## src/design/cme_pkg.sv

```systemverilog
// Shared types and constants of the clamp, median and moving-average conditioner.
package cme_pkg;

   // Field widths of the sample path.
   localparam int RAW_W    = 16;
   localparam int SAMPLE_W = 10;
   localparam int WEIGHT_W = 9;
   localparam int FRAC_W   = 8;
   localparam int AVG_W    = SAMPLE_W + FRAC_W;
   localparam int PROD_W   = WEIGHT_W + AVG_W;

   // Default window depth.
   localparam int WINDOW_DEFAULT = 5;

   // Control and status register port.
   localparam int CSR_IDX_W  = 2;
   localparam int CSR_DATA_W = 10;

   localparam logic [CSR_IDX_W-1:0] CSR_CLAMP_LOW  = 2'd0;
   localparam logic [CSR_IDX_W-1:0] CSR_CLAMP_HIGH = 2'd1;
   localparam logic [CSR_IDX_W-1:0] CSR_EMA_WEIGHT = 2'd2;

   // Register values after reset.
   localparam logic [SAMPLE_W-1:0] CLAMP_LOW_RESET  = 10'd0;
   localparam logic [SAMPLE_W-1:0] CLAMP_HIGH_RESET = 10'd1023;
   localparam logic [WEIGHT_W-1:0] EMA_WEIGHT_RESET = 9'd77;

   // A weight of one in Q1.8, and the largest weight used.
   localparam logic [WEIGHT_W-1:0] WEIGHT_ONE = 9'd256;

   // Half of one LSB of the integer part, for rounding.
   localparam logic [AVG_W:0] ROUND_HALF = 19'd128;

   // Bias that turns a truncating shift into a rounding-up shift.
   localparam logic [PROD_W:0] FLOOR_BIAS = 28'd255;

   // Sequencer states.
   typedef enum logic [2:0] {
      ST_IDLE,
      ST_SCAN,
      ST_MUL,
      ST_UPD,
      ST_DONE
   } state_type;

   // Result of ranking one window entry against the filled window.
   typedef struct packed {
      logic                hit;
      logic [SAMPLE_W-1:0] value;
   } scan_status_type;

   // Steps of the moving-average unit.
   typedef struct packed {
      logic mul;
      logic upd;
   } ema_ctrl_type;

endpackage

```

## src/design/cme_window.sv

```systemverilog
// Circular sample window and the rank unit that finds its median one entry per cycle.
module cme_window #(
   parameter int WINDOW = cme_pkg::WINDOW_DEFAULT,
   localparam int IDX_W = (WINDOW > 1) ? $clog2(WINDOW) : 1
) (
   input  logic                               clock,
   input  logic                               reset,
   input  logic                               wr_en,
   input  logic [cme_pkg::SAMPLE_W-1:0]       wr_data,
   input  logic [IDX_W-1:0]                   cand_idx,
   output cme_pkg::scan_status_type           status
);
   import cme_pkg::*;

   localparam int CNT_W = $clog2(WINDOW + 1);

   logic [SAMPLE_W-1:0] win_ff [WINDOW];
   logic [IDX_W-1:0]    slot_ff;
   logic [IDX_W-1:0]    slot_in;
   logic                full_ff;
   logic                full_in;
   logic [CNT_W-1:0]    count;
   logic [CNT_W-1:0]    mid;
   logic [CNT_W-1:0]    less;
   logic [CNT_W-1:0]    equal;
   logic [CNT_W:0]      upper;
   logic [SAMPLE_W-1:0] cand;

   // Next write slot; the window counts as full once the slot wraps.
   always_comb begin
      slot_in = slot_ff;
      full_in = full_ff;
      if (wr_en) begin
         if (slot_ff == IDX_W'(WINDOW - 1)) begin
            slot_in = '0;
            full_in = 1'b1;
         end else begin
            slot_in = slot_ff + IDX_W'(1);
         end
      end
   end

   always_ff @(posedge clock) begin
      if (reset) begin
         slot_ff <= '0;
         full_ff <= 1'b0;
      end else begin
         slot_ff <= slot_in;
         full_ff <= full_in;
      end
   end

   // Window storage has no reset; entries beyond the fill count are masked below.
   always_ff @(posedge clock) begin
      if (wr_en) begin
         win_ff[slot_ff] <= wr_data;
      end
   end

   // Number of filled entries and the rank that the median holds among them.
   always_comb begin
      if (full_ff || (slot_ff == '0)) begin
         count = CNT_W'(WINDOW);
      end else begin
         count = CNT_W'(slot_ff);
      end
      mid = count >> 1;
   end

   // Compare the candidate against every filled entry at once.
   always_comb begin
      cand  = win_ff[cand_idx];
      less  = '0;
      equal = '0;
      for (int j = 0; j < WINDOW; j++) begin
         if (CNT_W'(j) < count) begin
            if (win_ff[j] < cand) begin
               less = less + CNT_W'(1);
            end
            if (win_ff[j] == cand) begin
               equal = equal + CNT_W'(1);
            end
         end
      end
      upper = {1'b0, less} + {1'b0, equal};
   end

   // The candidate is the median when its run of equal values covers the middle rank.
   assign status.hit   = (less <= mid) && ({1'b0, mid} < upper);
   assign status.value = cand;

endmodule

```

## src/design/cme_ema.sv

```systemverilog
// Exponential moving average in Q10.8: one multiply step and one update step per sample.
module cme_ema (
   input  logic                              clock,
   input  logic                              reset,
   input  cme_pkg::ema_ctrl_type             ctrl,
   input  logic [cme_pkg::SAMPLE_W-1:0]      median,
   input  logic [cme_pkg::WEIGHT_W-1:0]      weight,
   output logic [cme_pkg::AVG_W-1:0]         average
);
   import cme_pkg::*;

   logic [AVG_W-1:0]    avg_ff;
   logic [AVG_W-1:0]    avg_in;
   logic                started_ff;
   logic                started_in;
   logic [PROD_W-1:0]   prod_ff;
   logic [PROD_W-1:0]   prod_in;
   logic                up_ff;
   logic                up_in;
   logic [WEIGHT_W-1:0] weight_sat;
   logic [AVG_W-1:0]    target;
   logic [AVG_W-1:0]    diff;
   logic [PROD_W:0]     prod_biased;
   logic [AVG_W-1:0]    step;

   // Weights above one are held at one.
   assign weight_sat = (weight > WEIGHT_ONE) ? WEIGHT_ONE : weight;
   assign target     = {median, FRAC_W'(0)};

   // Multiply step: weight times the distance between target and average.
   always_comb begin
      up_in   = (target >= avg_ff);
      diff    = up_in ? (target - avg_ff) : (avg_ff - target);
      prod_in = PROD_W'(weight_sat) * PROD_W'(diff);
   end

   always_ff @(posedge clock) begin
      if (ctrl.mul) begin
         prod_ff <= prod_in;
         up_ff   <= up_in;
      end
   end

   // Update step: the downward step rounds its magnitude up so the result floors.
   always_comb begin
      prod_biased = {1'b0, prod_ff} + FLOOR_BIAS;
      if (up_ff) begin
         step = prod_ff[FRAC_W +: AVG_W];
      end else begin
         step = prod_biased[FRAC_W +: AVG_W];
      end
      avg_in     = avg_ff;
      started_in = started_ff;
      if (ctrl.upd) begin
         started_in = 1'b1;
         if (!started_ff) begin
            avg_in = target;
         end else if (up_ff) begin
            avg_in = avg_ff + step;
         end else begin
            avg_in = avg_ff - step;
         end
      end
   end

   always_ff @(posedge clock) begin
      if (reset) begin
         avg_ff     <= '0;
         started_ff <= 1'b0;
      end else begin
         avg_ff     <= avg_in;
         started_ff <= started_in;
      end
   end

   assign average = avg_ff;

endmodule

```

## src/design/clamp_median_ema_conditioner_unit.sv

```systemverilog
// Top level of the clamp, median and moving-average sample conditioner.
// Each request carries one signed raw sample. It is clamped to clamp_low..clamp_high and
// written into a circular window of WINDOW samples; the median of the filled entries
// (upper median for an even fill) feeds a moving average in unsigned Q10.8. The first
// median loads the average; later ones move it by ema_weight/256 of the gap. After acceptance
// the rank unit tests one window entry per cycle, in index order, until it finds the median;
// then the average takes a multiply step and an update step, and the sequencer loads the
// output register once that register is free. A finished response waits in the output
// register while the next request is accepted; the block takes a new request only after
// the previous one has left the sequencer. Register writes are always accepted and are
// meant for idle times.
module clamp_median_ema_conditioner_unit #(
   parameter int WINDOW = cme_pkg::WINDOW_DEFAULT
) (
   input  logic                               clock,
   input  logic                               reset,
   input  logic                               req_valid,
   output logic                               req_ready,
   input  logic signed [cme_pkg::RAW_W-1:0]   req_raw_sample,
   output logic                               rsp_valid,
   input  logic                               rsp_ready,
   output logic [cme_pkg::SAMPLE_W-1:0]       rsp_clamped_sample,
   output logic [cme_pkg::SAMPLE_W-1:0]       rsp_median_sample,
   output logic [cme_pkg::AVG_W-1:0]          rsp_average_fixed,
   output logic [cme_pkg::SAMPLE_W-1:0]       rsp_average_rounded,
   input  logic                               csr_valid,
   output logic                               csr_ready,
   input  logic [cme_pkg::CSR_IDX_W-1:0]      csr_index,
   input  logic [cme_pkg::CSR_DATA_W-1:0]     csr_data
);
   import cme_pkg::*;

   localparam int IDX_W = (WINDOW > 1) ? $clog2(WINDOW) : 1;

   state_type           state_ff;
   state_type           state_in;
   logic [IDX_W-1:0]    cand_ff;
   logic [IDX_W-1:0]    cand_in;
   logic [SAMPLE_W-1:0] clamp_low_ff;
   logic [SAMPLE_W-1:0] clamp_high_ff;
   logic [WEIGHT_W-1:0] ema_weight_ff;
   logic [SAMPLE_W-1:0] clamped;
   logic [SAMPLE_W-1:0] clamped_ff;
   logic [SAMPLE_W-1:0] median_ff;
   logic                rsp_valid_ff;
   logic [SAMPLE_W-1:0] rsp_clamped_ff;
   logic [SAMPLE_W-1:0] rsp_median_ff;
   logic [AVG_W-1:0]    rsp_average_ff;
   logic [SAMPLE_W-1:0] rsp_rounded_ff;
   logic [AVG_W:0]      avg_round;
   logic [AVG_W-1:0]    average;
   logic                win_wr;
   logic                median_load;
   logic                out_load;
   scan_status_type     scan;
   ema_ctrl_type        ema_ctrl;

   // Configuration registers.
   assign csr_ready = 1'b1;

   always_ff @(posedge clock) begin
      if (reset) begin
         clamp_low_ff  <= CLAMP_LOW_RESET;
         clamp_high_ff <= CLAMP_HIGH_RESET;
         ema_weight_ff <= EMA_WEIGHT_RESET;
      end else if (csr_valid) begin
         unique case (csr_index)
            CSR_CLAMP_LOW:  clamp_low_ff  <= csr_data;
            CSR_CLAMP_HIGH: clamp_high_ff <= csr_data;
            CSR_EMA_WEIGHT: ema_weight_ff <= csr_data[WEIGHT_W-1:0];
            default: ;
         endcase
      end
   end

   // Saturate the raw sample; the low bound is tested first.
   always_comb begin
      if (req_raw_sample < $signed({{(RAW_W - SAMPLE_W){1'b0}}, clamp_low_ff})) begin
         clamped = clamp_low_ff;
      end else if (req_raw_sample > $signed({{(RAW_W - SAMPLE_W){1'b0}}, clamp_high_ff}))
      begin
         clamped = clamp_high_ff;
      end else begin
         clamped = req_raw_sample[SAMPLE_W-1:0];
      end
   end

   // Window storage and rank unit.
   cme_window #(
      .WINDOW (WINDOW)
   ) u_window (
      .clock    (clock),
      .reset    (reset),
      .wr_en    (win_wr),
      .wr_data  (clamped),
      .cand_idx (cand_ff),
      .status   (scan)
   );

   // Moving-average unit.
   cme_ema u_ema (
      .clock   (clock),
      .reset   (reset),
      .ctrl    (ema_ctrl),
      .median  (median_ff),
      .weight  (ema_weight_ff),
      .average (average)
   );

   // Sequencer state register.
   always_ff @(posedge clock) begin
      if (reset) begin
         state_ff <= ST_IDLE;
         cand_ff  <= '0;
      end else begin
         state_ff <= state_in;
         cand_ff  <= cand_in;
      end
   end

   // Sequencer: accept, scan the window for the median, update the average, hand off.
   always_comb begin
      state_in    = state_ff;
      cand_in     = cand_ff;
      req_ready   = 1'b0;
      win_wr      = 1'b0;
      median_load = 1'b0;
      out_load    = 1'b0;
      ema_ctrl    = '0;
      unique case (state_ff)
         ST_IDLE: begin
            req_ready = 1'b1;
            if (req_valid) begin
               win_wr   = 1'b1;
               cand_in  = '0;
               state_in = ST_SCAN;
            end
         end
         ST_SCAN: begin
            if (scan.hit) begin
               median_load = 1'b1;
               state_in    = ST_MUL;
            end else begin
               cand_in = cand_ff + IDX_W'(1);
            end
         end
         ST_MUL: begin
            ema_ctrl.mul = 1'b1;
            state_in     = ST_UPD;
         end
         ST_UPD: begin
            ema_ctrl.upd = 1'b1;
            state_in     = ST_DONE;
         end
         ST_DONE: begin
            if (!rsp_valid_ff || rsp_ready) begin
               out_load = 1'b1;
               state_in = ST_IDLE;
            end
         end
         default: state_in = ST_IDLE;
      endcase
   end

   // Working values of the request in flight.
   always_ff @(posedge clock) begin
      if (win_wr) begin
         clamped_ff <= clamped;
      end
      if (median_load) begin
         median_ff <= scan.value;
      end
   end

   // Round half up to the integer part.
   assign avg_round = {1'b0, average} + ROUND_HALF;

   // Output register.
   always_ff @(posedge clock) begin
      if (reset) begin
         rsp_valid_ff <= 1'b0;
      end else if (out_load) begin
         rsp_valid_ff <= 1'b1;
      end else if (rsp_ready) begin
         rsp_valid_ff <= 1'b0;
      end
   end

   always_ff @(posedge clock) begin
      if (out_load) begin
         rsp_clamped_ff <= clamped_ff;
         rsp_median_ff  <= median_ff;
         rsp_average_ff <= average;
         rsp_rounded_ff <= avg_round[FRAC_W +: SAMPLE_W];
      end
   end

   assign rsp_valid           = rsp_valid_ff;
   assign rsp_clamped_sample  = rsp_clamped_ff;
   assign rsp_median_sample   = rsp_median_ff;
   assign rsp_average_fixed   = rsp_average_ff;
   assign rsp_average_rounded = rsp_rounded_ff;

endmodule

```

## config.mk

```make
export PLATFORM = sky130hd
export DESIGN_NAME = clamp_median_ema_conditioner_unit
export DESIGN_NICKNAME = d
export VERILOG_FILES = /design/src/design/cme_pkg.sv /design/src/design/cme_window.sv /design/src/design/cme_ema.sv /design/src/design/clamp_median_ema_conditioner_unit.sv
export SDC_FILE = /design/constraint.sdc
export NUM_CORES = 1
export LEC_CHECK = 0
export BUFFER_PORTS_ARGS = -buffer_cell sky130_fd_sc_hd__buf_2
export CAP_MARGIN = 20
export CORE_UTILIZATION = 35
export DETAILED_ROUTE_END_ITERATION = 16
export HOLD_SLACK_MARGIN = 0.05
export PLACE_DENSITY = 0.59
export SYNTH_ARGS = -nofsm -noshare
export SYNTH_HDL_FRONTEND = slang
export SYNTH_SLANG_ARGS = --single-unit
```

## constraint.sdc

```tcl
create_clock -name clock -period 12.3 [get_ports clock]
set_input_delay 0.615 -clock clock [delete_from_list [all_inputs] [get_ports clock]]
set_output_delay 0.615 -clock clock [all_outputs]
set_load 0.005 [all_outputs]
```

Word level (Yosys, flattened, before mapping)
Memory sizes are Yosys's and may differ from the RTL's. A register that Yosys moved wholly into a read port is not among the register bits.
Cells that the tools add are included.
Word-level totals
  latch bits: 0
  word-level logic and storage cells: 135
  bits of input ports: 33
  output and inout port bits: 51
  memories kept: 1
  register bits after elaboration: 154
  bits in read-only memories: 0
  memory bits (writable): 50
Memories
  u_window.win_ff: depth 5, bits a word 10, rd ports 6, clocked after memory_dff 1, write ports 1, line cme_window.sv:17  | logic [SAMPLE_W-1:0] win_ff [WINDOW];
Operators by class
  order comparisons: 16
  muxes and demuxes: 51
  add/subtract/negate cells: 17
  shifts and indexed selects: 0
  $mul: 1
  divide/modulo/power cells: 0
  equality and inequality tests: 16
  bitwise gates (word level): 0
  reductions and logical operators: 15
Operators by type and width (count)
  $mux 3: 27
  $mux 18: 4
  $sub 18x18->18: 3
  $eq 10x10->1: 5
  $lt 10x10->1: 5
  $add 3x1->3 const B: 10
  $add 26x8->26 const B: 1
  $mul 9x18->26: 1
  $mux 10: 2
  $add 18x18->18: 1
  $add 18x8->18 const B: 1
  $ge 18x18->1: 1
  $gt 16x11->1: 1
  $lt 16x11->1: 1
  $mux 1: 15
  $pmux 3 s5: 1
  $gt 9x9->1 const B: 1
  $mux 9: 1
  $ne 2x2->1 const B: 4
  $reduce_and 2->1: 4
  $eq 3x2->1 const B: 2
  $eq 3x3->1 const B: 2
  $logic_not 3->1: 2
  $lt 1x3->1 const A: 2
  other kinds (15): 19

Depth between registers and ports, before layout
  depth after elaboration: 24
  depth in mapped cells: 32
  mapped depth without buffers: 31

Hierarchy
From an unflattened synthesis, not the netlist that was laid out.
Unflattened totals
  cell total of the unflattened synthesis: 1803
  area total of the unflattened synthesis: 18356.4 µm²
Modules (own cells, without submodules)
  cme_ema: seq. area each 1191.1 µm², times used 1, area each 8962.3 µm², cells an instance 1054
  cme_window: seq. area each 2482.4 µm², times used 1, area each 5009.8 µm², cells an instance 368
  clamp_median_ema_conditioner_unit: seq. area each 2762.6 µm², times used 1, area each 4384.2 µm², cells an instance 381

Worst setup path before layout
OpenSTA, ideal clock, no wires.
  path kind: reg-to-reg
  start point: reg (tool-made name)
  end point: reg median_ff[0], enable pin
  path slack: 4.880 ns
  clock period less this slack: 7.420 ns
  required time: 11.910 ns
  arrival time: 7.030 ns
  library setup time: 0.390 ns
  cell stages (with the launch flop): 30
  buffers on the path: 1
  path through: dfxtp_1 -> clkbuf_1 -> mux4_2 -> mux2i_1 -> ha_1 -> nor2b_1 -> o21ai_0 -> nand2b_1 -> a21oi_1 -> nor2b_1 -> o21ai_0 -> nand2b_1 -> a21oi_1 -> o21a_1 -> ha_1 -> mux2i_1 -> inv_1 -> ha_1 -> mux2_2 -> ha_1 -> mux2_2 -> ha_1 -> mux2_2 -> inv_1 -> fa_1 -> ha_1 -> a21oi_1 -> o31ai_1 -> or2_1 -> nor3_1
RTL lines
  end signal: assignment: line clamp_median_ema_conditioner_unit.sv:171  | median_ff <= scan.value;
  end: declaration: line clamp_median_ema_conditioner_unit.sv:44  | logic [SAMPLE_W-1:0] median_ff;

Worst setup path in the final report
  start point: reg u_ema.avg_ff[8], in the netlist u_ema.average[8]
  end point: reg u_ema.prod_ff[25], data pin
Between the ends
  cells in the longest elaborated chain, start to end: 3
  elaborated cells on any way between the ends: 5
  classes of those cells: add/sub (2); mul (1); order compare (1); mux (1)
Ends and longest elaborated chain
  start: declaration: line cme_ema.sv:12  | logic [AVG_W-1:0] avg_ff;
  start signal: assignment: line cme_ema.sv:71  | avg_ff <= avg_in;
  $sub 18x18->18 / $ge 18x18->1 (equally long branches): line cme_ema.sv:33, cme_ema.sv:32
  $mux 18 (*): line cme_ema.sv:33  | diff = up_in ? (target - avg_ff) : (avg_ff - target);
  $mul 9x18->26 (*): line cme_ema.sv:34  | prod_in = PROD_W'(weight_sat) * PROD_W'(diff);
  via u_ema.prod_in[25]: line cme_ema.sv:17  | logic [PROD_W-1:0] prod_in;
  end signal: assignment: line cme_ema.sv:39  | prod_ff <= prod_in;
  end: declaration: line cme_ema.sv:16  | logic [PROD_W-1:0] prod_ff;
Mark *: on every way through the listed nets, which the timed path passes. The rest lies on a longest branch.
A chain may end at the register's enable or synchronous reset.

==> results.sh <==
export IMPL_postCtsResizedCells=0
export IMPL_htreeDepth=1
export IMPL_synth_compound_area_share_pct=9.26
export IMPL_multiInputGateArea_sq_um=10600
export IMPL_grt_pass1_vias=13628
export IMPL_async_flop_share_pct=0
export IMPL_yosys_warnings=0
export IMPL_core_rowCount=83
export IMPL_synthTopCellsByArea="edfxtp_1 29%, fa_1 13%, ha_1 12%, dfxtp_1 6.8%, inv_1 4.6%"
export IMPL_crit_start="u_ema.average[8]"
export IMPL_skew_ns=0.0195
export IMPL_synth_fa_ha_area_share_pct=24.4
export IMPL_hpwl_mm=35.7
export IMPL_critPathCaptureType="register"
export IMPL_avgSynthCellArea_sq_um=10.2
export IMPL_fp_dieW_um=230
export IMPL_cts_sinks=237
export IMPL_synth_mux_area_share_pct=5.51
export IMPL_synth_top_cell_area_share_pct=29.0
export IMPL_worstSetupPathType="register to register"
export IMPL_grt_total_usage_pct=17.6
export IMPL_crit_buf_inv=6
export IMPL_r2r_start="u_ema.average[8]"
export IMPL_ant_nets=0
export IMPL_r2r_end="u_ema.prod_ff[25]"
export IMPL_setup_violations_final=0
export IMPL_placed_cell_area_sq_um=19400
export IMPL_core_area_sq_um=51200
export IMPL_rr_worst_depth=28
export IMPL_arrival_ns=8.14
export IMPL_synthSimpleGateAreaFrac_pct=14.4
export IMPL_synth_edff_count=175
export IMPL_fin_nets=2172
export IMPL_cts_setup_buffers=0
export IMPL_tns_ns=0
export IMPL_cp_depth=28
export IMPL_synth_top_family_by_area="adder cells"
export IMPL_fin_crit_sh_pct=63.7
export IMPL_netlist_instances=1776
export IMPL_gp_congestion=0.899
export IMPL_netlist_area_sq_um=18100
export IMPL_cts_root_buf="clkbuf_16"
export IMPL_finalWirelength_mm=46.3
export IMPL_ys_ff_latch=237
export IMPL_yosysTopAreaCell="edfxtp_1"
export IMPL_holdBufCountCts=0
export IMPL_clockBufferDepth=3
export IMPL_ys_types=73
export IMPL_finalMaxSlewViolations=0
export IMPL_drive_gt1_share_pct=10.8
export IMPL_initial_utilization_pct=35.4
export IMPL_maxSlewHeadroom_pct=26.3
export IMPL_status="completed"
export IMPL_synth_fp_nets=2094
export IMPL_ios=84
export IMPL_min_path_type="input pin to register"
export IMPL_rsz0062_at_grt="no"
export IMPL_antenna_found_initial=0
export IMPL_cts_made_buffers=27
export IMPL_grt_pass1_wl_mm=73.6
export IMPL_start_kind="register"
export IMPL_drcViolationCount=0
export IMPL_required_ns=12.60
export IMPL_drtIter0Drc=983
export IMPL_area_sequential_sq_um=6500
export IMPL_cts_tree="built"
export IMPL_synth_seq_area_share_pct=35.8
export IMPL_antenna_cells=0
export IMPL_clk_pin_slew_worst_paths_ns=0.06
export IMPL_die_h_um=230
export IMPL_path_delay_family="adder cells"
export IMPL_vias=13146
export IMPL_grt_start_max_net_pins=64
export IMPL_cp_slowest_cell="xnor2_1"
export IMPL_hold_viol_final=0
export IMPL_synthTopCellsByCount="220 x inv_1, 176 x nor2_1, 175 x edfxtp_1"
export IMPL_syn_to_final_growth_pct=11.5
export IMPL_worst_pin_slew_ns=1.07
export IMPL_worstSkewPairLatency_ns=0.56
export IMPL_cp_max_fo=15
export IMPL_yosysMostFrequentCell="inv_1"
export IMPL_fill_cells=5001
export IMPL_via_per_inst=5.15
export IMPL_io_buffers=82
export IMPL_fmax_mhz=128
export IMPL_design_area_sq_um=20200
export IMPL_layout_min_cycle_time_ns=7.84
export IMPL_avgRoutedWirePerCell_um=18.1
export IMPL_max_stage_delay_ns=0.71
export IMPL_yosys_area_share_xor_xnor_pct=4.73
export IMPL_max_cap_violations=0
export IMPL_grt_overflow_total=0
export IMPL_die_area_sq_um=52700
export IMPL_r2r_slack_ns=4.46
export IMPL_firstDrtPassIters=7
export IMPL_endpoint="u_ema.prod_ff[25]"
export IMPL_synth_ff_type="edfxtp_1"
[area by class of cell]
cell class                      instances  area share [%]
Inverter                              223            4.14
Multi-Input combinational cell       1263            52.5
Timing Repair Buffer                  102            2.83
Clock inverter                         12           0.532
Tap cell                              680            4.21
Clock buffer                           38            3.60
Sequential cell                       237            32.1
[metrics by stage]
step / hold WS, ns / std cells / worst slack, ns / util [%]
3_3_place_gp: 0.402 / 2502 / 4.64 / 37.8
4_1_cts: 0.249 / 2555 / 4.44 / 39.5
3_5_place_dp: 0.405 / 2505 / 4.48 / 37.8
6_report: 0.275 / 2555 / 4.46 / 39.5
2_1_floorplan: 0.400 / 1776 / 4.88 / -
5_1_grt: 0.272 / 2555 / 3.96 / 39.5
[registers in the layout, indices dropped and copies added, names as in the netlist, named ones only]
signal               cells
ema_weight_ff            9
rsp_median_sample       10
u_window.slot_ff         3
clamp_low_ff            10
u_ema.started_ff         1
rsp_average_rounded     10
state_ff                 3
u_ema.average           18
rsp_clamped_sample      10
u_window.win_ff         80
rsp_valid                1
clamped_ff              10
u_ema.up_ff              1
cand_ff                  3
rsp_average_fixed       18
clamp_high_ff           10
u_ema.prod_ff           26
u_window.full_ff         1
median_ff               10
[kinds of logic (layout without fill, tap and decap cells)]
| logic type | after synthesis | after routing |
|---|---|---|
| AOI/OAI and AO/OA | 255 | 255 |
| xor gates and xnor gates | 97 | 97 |
| adders and majority gates | 285 | 285 |
| DFF | 237 | 237 |
| buffers and inverters | 276 | 375 |
| muxes | 73 | 73 |
| other | 1 | 1 |
| and+or+nand+nor | 552 | 552 |
[placed cells by master (no fill, tap or decap), types with 17 or more instances in the layout]
master	n
inv_1	220
nor2_1	175
edfxtp_1	175
nand2_1	170
ha_1	170
fa_1	115
a21oi_1	95
buf_2	82
xnor2_1	66
dfxtp_1	62
mux2i_1	39
nor3_1	35
xor2_1	30
clkbuf_16	27
o21ai_0	26
nand3_1	26
nor2b_1	25
a21o_1	25
mux4_2	20
a211oi_1	20
nand4_1	19
and2_1	17
buf_4	17
[worst min path at each step]
| stage | start | endpoint | slack, ns | cells after the start |
|---|---|---|---|---|
| 2_1_floorplan | clamped_ff[0] | rsp_clamped_sample[0] | 0.40 | 0 |
| 3_3_place_gp | clamped_ff[7] | rsp_clamped_sample[7] | 0.40 | 0 |
| 3_5_place_dp | clamped_ff[4] | rsp_clamped_sample[4] | 0.41 | 0 |
| 4_1_cts | csr_data[9] | clamp_high_ff[9] | 0.25 | 2 |
| 5_1_grt | csr_data[9] | clamp_high_ff[9] | 0.27 | 2 |
| 6_report | csr_data[9] | clamp_high_ff[9] | 0.28 | 2 |
[metal layers]
layer  wire (um)  track usage (%)  part of all wire, %  vias up
met5           0                0                    0        -
met4        1020             4.33                  2.2        0
met3        2540             2.89                  5.5       66
met2       22500             30.7                   49      356
met1       20200             22.6                   44     6466
li1            -                -                    -     6258
Power is left out: the tool's default activity adds up to more than one toggle a clock period on the data nets, which glitch-free logic cannot reach.
